==> config.mk <==
export PLATFORM = sky130hd
export DESIGN_NAME = gdcf_ctrl
export DESIGN_NICKNAME = d
export VERILOG_FILES = /design/src/rtl/core/gdcf_pkg.sv /design/src/rtl/core/gdcf_ctrl.sv
export VERILOG_INCLUDE_DIRS = /design/src /design/src/rtl/core
export SDC_FILE = /design/constraint.sdc
export NUM_CORES = 1
export LEC_CHECK = 0
export BUFFER_PORTS_ARGS = -buffer_cell sky130_fd_sc_hd__clkbuf_2
export CORE_AREA = 2 2 39 41
export CTS_CLUSTER_DIAMETER = 60
export CTS_CLUSTER_SIZE = 30
export DETAILED_ROUTE_END_ITERATION = 10
export DIE_AREA = 0 0 41 43
export PLACE_DENSITY_LB_ADDON = 0.2
export SYNTH_ARGS = -nofsm -noshare
export SYNTH_HDL_FRONTEND = slang
export SYNTH_SLANG_ARGS = --single-unit
==> constraint.sdc <==
create_clock -name clk -period 3 [get_ports clk]
set_clock_uncertainty 0.15 [all_clocks]
set_input_delay 0.15 -clock clk [delete_from_list [all_inputs] [get_ports clk]]
set_output_delay 0.15 -clock clk [all_outputs]
set_load 0.1 [all_outputs]
==> src/rtl/core/grid_disk_conditional_fill_macros.svh <==
// assertion macros for the grid stamping block
// expects clk and rst_n in the scope where a macro is used
`ifndef GRID_DISK_CONDITIONAL_FILL_MACROS_SVH
`define GRID_DISK_CONDITIONAL_FILL_MACROS_SVH

// same-cycle implication, checked out of reset
`define GDCF_ASSERT_IMP(lbl, ante, cons, msg) \
  lbl: assert property (@(posedge clk) disable iff (!rst_n) (ante) |-> (cons)) \
    else $error(msg);

// next-cycle implication, checked out of reset
`define GDCF_ASSERT_NXT(lbl, ante, cons, msg) \
  lbl: assert property (@(posedge clk) disable iff (!rst_n) (ante) |=> (cons)) \
    else $error(msg);

`endif

==> src/rtl/core/gdcf_pkg.sv <==
// shared constants, command codes and controller/datapath structs
// for the grid stamping block; no dependencies
`timescale 1ns / 1ps

package gdcf_pkg;

  localparam int GRID_W     = 128;
  localparam int GRID_H     = 128;
  localparam int MAX_RADIUS = 63;

  localparam int DEPTH  = GRID_W * GRID_H;
  localparam int ADDR_W = $clog2(DEPTH);
  localparam int COL_W  = $clog2(GRID_W);
  localparam int ROW_W  = $clog2(GRID_H);

  // field widths of the command and result items
  localparam int FUNC_W   = 3;
  localparam int POS_W    = 10;
  localparam int RADIUS_W = 6;
  localparam int DATA_W   = 8;

  localparam int IN_TDATA_W  = 40;
  localparam int OUT_TDATA_W = 16;
  localparam int CFG_IDX_W   = 4;

  // stamp walk widths
  localparam int RAD_W = $clog2(MAX_RADIUS + 1);
  localparam int MAG_W = $clog2(MAX_RADIUS + 3);
  localparam int DX_W  = MAG_W + 1;
  localparam int DY_W  = $clog2(3 * MAX_RADIUS + 1) + 1;
  localparam int CRD_W = (DY_W > POS_W ? DY_W : POS_W) + 1;

  typedef enum logic [FUNC_W-1:0] {
    FN_WRITE  = 3'd0,
    FN_READ   = 3'd1,
    FN_DISK   = 3'd2,
    FN_STICKY = 3'd3,
    FN_FLOOD  = 3'd4
  } func_t;

  typedef enum logic [CFG_IDX_W-1:0] {
    REG_EMPTY_CODE = 4'd0,
    REG_FILL_CODE  = 4'd1,
    REG_STICKY_BIT = 4'd2,
    REG_TYPE_MASK  = 4'd3
  } cfg_reg_t;

  typedef struct packed {
    logic clear;
    logic capture;
    logic access;
    logic walk;
    logic load_out;
  } dp_cmd_t;

  typedef struct packed {
    logic clr_last;
    logic is_stamp;
    logic walk_last;
    logic pipe_busy;
  } dp_sts_t;

endpackage

==> src/rtl/core/gdcf_ctrl.sv <==
// sequencer for the grid stamping block: clear pass, command steps,
// stamp walk and result hand-off; uses gdcf_pkg and the assertion macros
`timescale 1ns / 1ps
`include "grid_disk_conditional_fill_macros.svh"

module gdcf_ctrl (
  input  logic              clk,
  input  logic              rst_n,
  input  logic              in_valid,
  output logic              in_ready,
  output logic              out_valid,
  input  logic              out_ready,
  output gdcf_pkg::dp_cmd_t cmd,
  input  gdcf_pkg::dp_sts_t sts
);
  import gdcf_pkg::*;

  typedef enum logic [5:0] {
    ST_CLEAR  = 6'b000001,
    ST_IDLE   = 6'b000010,
    ST_ACCESS = 6'b000100,
    ST_STAMP  = 6'b001000,
    ST_DRAIN  = 6'b010000,
    ST_DONE   = 6'b100000
  } state_t;

  state_t state_r, state_nxt;
  logic   out_vld_r, out_vld_nxt;

  always_comb begin
    state_nxt = state_r;
    cmd       = '0;
    case (state_r)
      ST_CLEAR: begin
        cmd.clear = 1'b1;
        if (sts.clr_last) state_nxt = ST_IDLE;
      end
      ST_IDLE: begin
        if (in_valid) begin
          cmd.capture = 1'b1;
          state_nxt   = ST_ACCESS;
        end
      end
      ST_ACCESS: begin
        cmd.access = 1'b1;
        state_nxt  = sts.is_stamp ? ST_STAMP : ST_DONE;
      end
      ST_STAMP: begin
        cmd.walk = 1'b1;
        if (sts.walk_last) state_nxt = ST_DRAIN;
      end
      ST_DRAIN: begin
        // wait for the last read-modify-write to retire
        if (!sts.pipe_busy) state_nxt = ST_DONE;
      end
      ST_DONE: begin
        if (!out_vld_r || out_ready) begin
          cmd.load_out = 1'b1;
          state_nxt    = ST_IDLE;
        end
      end
      default: state_nxt = ST_CLEAR;
    endcase
  end

  assign out_vld_nxt = cmd.load_out | (out_vld_r & ~out_ready);

  always_ff @(posedge clk) begin
    if (!rst_n) begin
      state_r   <= ST_CLEAR;
      out_vld_r <= 1'b0;
    end else begin
      state_r   <= state_nxt;
      out_vld_r <= out_vld_nxt;
    end
  end

  assign in_ready  = (state_r == ST_IDLE);
  assign out_valid = out_vld_r;

  `GDCF_ASSERT_IMP(a_load_free, cmd.load_out, !out_vld_r || out_ready, "result overwritten")
  `GDCF_ASSERT_IMP(a_accept_quiet, in_valid && in_ready, !sts.pipe_busy, "accept with busy pipe")
  `GDCF_ASSERT_NXT(a_walk_drain, (state_r == ST_STAMP) && sts.walk_last, state_r == ST_DRAIN, "walk did not end")

endmodule

==> impl_results.md <==
* Pwr/cell area at 517.1 mW/mm^2
* WL final at 1160 um
* Die height at 43 um
* Critical Path Source: state_r[5]$_SDFFE_PN0P_
* Critical-path cell list: or4_1, nor3b_4, and2_2, clkbuf_2
* Crit-path slowest cell: or4_1
* Gr ovfl total at 0
* Final setup vio count at 0
* Fill count at 140
* P&R area growth vs syn at 35.47%
* Startpoint Class: flip-flop
* Cells after Synth at 51
* Deepest clock path buffer count at 2
* Worst slew margin at 64.05%
* Period Utilization, post-route at 81.65%
* Ys async rst share at 0%
* Htree depth at 1
* Reg2reg path depth at 4
* Max-slew violations at 0
* Layout Nets at 81
* Yosys reg bits at 7
* Syn_nets at 59
* R2r setup slk at 1.00 ns
* Largest net degree at the start of global routing at 9
* Sequential share of power at 35.0%
* Number of synthesized flops with an enable pin at 0
* Critical path peak fanout at 8
* Setup TNS Final at 0 ns
* Slew @ Worst Pin at 0.5416 ns
* IO Port Bufs at 14
* Initial antenna violation count at 0
* Critical path required time at 2.70 ns
* Gr usage total at 17.30%
* Most common cell after layout, fill and taps aside: clkbuf_2
* Lkg Pwr at 0.2702 nW
* Internal power at 0.1863 mW
* Syn avg cell area at 8.783 sq um
* Final GP Congestion at 0.8006
* Dpl cell area at 550.5 sq um
* Netlist Area Pre-Place at 447.9 sq um
* Netlist cell types at 30
* Full die area at 0.001763 sq mm
* Drt pass-1 iters at 4
* Yosys Warn Count at 0
* CP Capture Type: output pin
* IO Pins at 15
* Routed vias at 481
* Critical Path Max Stage Delay at 0.62 ns
* Post-layout minimum cycle time at 2.450 ns
* Share of cells above drive strength 1 at 34.72%
* RSZ-0062 raised after global routing: no
* Clk pwr share at 29.1%
* Die Width at 41 um
* CTS Sinks at 7
* Row Count at 14
* CTS tree: done
* Clk slew on worst S/H paths at 0.05 ns
* Worst R2R End: state_r[2]$_SDFFE_PN0P_
* Min-Delay Path Class: input port to flip-flop
* Design area at 606.8 sq um
* Data arrival, critical path at 2.15 ns
* Ant. Diodes at 0
* Most frequent cells in the layout: clkbuf_2, dfxtp_1
* Sequential area share after synthesis at 31.28%
* Leading area contributor after synthesis: dfxtp_1
* DRC viols at 0
* Synth top area share at 31.28%
* Combinational Power Share at 36.0%
* Initial DRC count at 11
* TritonCTS Buffers at 3
* Initial Utilization at 32.37%
* Critical Path End: cmd[3]
* Hold Vio Cnt, Final at 0
* Root Buffer Master: clkbuf_4
* Synth Flop Type: dfxtp_1
* Vias in the first global route at 432
* Post-route ant nets at 0
* First-pass GRT wire length at 1932 um
* Wire per inst at 13.18 um
* Outcome: complete, no violations
* Psw at 0.1275 mW
* Switching Share at 40.62%
* DR vias/cell at 5.466
* FMAX at 408.2 MHz
* Reg-to-Reg Start: state_r[5]$_SDFFE_PN0P_
* Post-DP HPWL at 888.3 um
* Critical path class: flip-flop to output pin
* Number of max-cap violations at 0
* Top cells by area, synth: dfxtp_1, nand2b_1, nor2b_1
* Clk_lat worst skew at 0.26 ns
* VDD IR max at 0.0003347 V
* Post-cts sizing count at 0
* Core area at 0.001384 sq mm
cells in the mapped netlist (2+ instances only):
cell type,count
a21oi_1,3
and3_1,2
dfxtp_1,7
inv_1,3
nand2b_1,3
nand4_1,2
nor2_1,3
nor2b_1,3
nor3_1,2
o21a_1,2
or4_1,2
area by class of cell:
class / count / area [sq um] / area share [%]
well taps: 16 / 20.02 / 3.299
repair buffers: 17 / 100.1 / 16.49
inverters: 3 / 11.26 / 1.856
multi-input cells: 41 / 309.0 / 50.93
clock buffers: 4 / 26.28 / 4.330
flip-flops and latches: 7 / 140.1 / 23.09
flip-flops by register name, summed over array words and instances, names as in the netlist:
name	count
state_r	6
out_valid	1
stage by stage:
step	hold slack, ns	std cells	setup WS [ns]	total power [mW]	util [%]
6_report	0.08881	88	0.5504	0.3138	43.85
5_1_grt	0.1200	88	0.4586	0.3285	43.85
4_1_cts	0.08873	88	0.5438	0.3154	43.85
3_5_place_dp	0.2569	81	0.8311	0.2209	39.78
3_3_place_gp	0.2649	81	0.8665	0.2216	39.78
2_1_floorplan	0.08887	51	0.09255	0.1984	-
worst min-delay path by stage:
stage              start                 endpoint  slack, ns  cells after the start
2_1_floorplan      rst_n  state_r[0]$_SDFFE_PN1P_       0.09                      1
3_3_place_gp       rst_n  state_r[0]$_SDFFE_PN1P_       0.26                      2
3_5_place_dp       rst_n  state_r[0]$_SDFFE_PN1P_       0.26                      2
4_1_cts           sts[3]  state_r[0]$_SDFFE_PN1P_       0.09                      3
5_1_grt        out_ready     out_valid$_SDFF_PN0_       0.12                      3
6_report          sts[3]  state_r[0]$_SDFFE_PN1P_       0.09                      3
what timing repair did:
action / 4_1_cts / 5_1_grt
buffers inserted: 0 / 0
hold endpoints to repair: 3 / 0
hold buffers: 3 / 0
power by group through the flow:
| stage | logic (mW) | registers, mW | clock network [mW] |
|---|---|---|---|
| 3_5_place_dp | 0.109 | 0.111 | 0 |
| 2_1_floorplan | 0.0904 | 0.108 | 0 |
| 3_3_place_gp | 0.110 | 0.112 | 0 |
| 6_report | 0.113 | 0.110 | 0.0912 |
| 4_1_cts | 0.113 | 0.109 | 0.0932 |
| 5_1_grt | 0.120 | 0.111 | 0.0966 |
worst max-delay path, delay by kind of cell, from the launching register on:
kind / cells / cell delay, ns
buffers and inverters: 1 / 0.45
AND/OR/NAND/NOR: 3 / 1.08
flip-flops: 1 / 0.36
kinds of logic (layout without fill, tap and decap cells):
family	after synthesis	after routing	share of synthesized area, %
AOI/OAI and AO/OA	13	13	22.63
buffers and inverters	3	24	2.514
and+or+nand+nor	28	28	43.58
DFF	7	7	31.28
metal layers:
| metal | track usage, % | up-vias | wire length, um |
|---|---|---|---|
| li1 | - | 242 | - |
| met1 | 22.33 | 219 | 529 |
| met2 | 22.81 | 15 | 516 |
| met3 | 4.712 | 5 | 72 |
| met4 | 14.00 | 0 | 42 |
| met5 | 0 | - | 0 |
(Power assumes the default switching activity.)
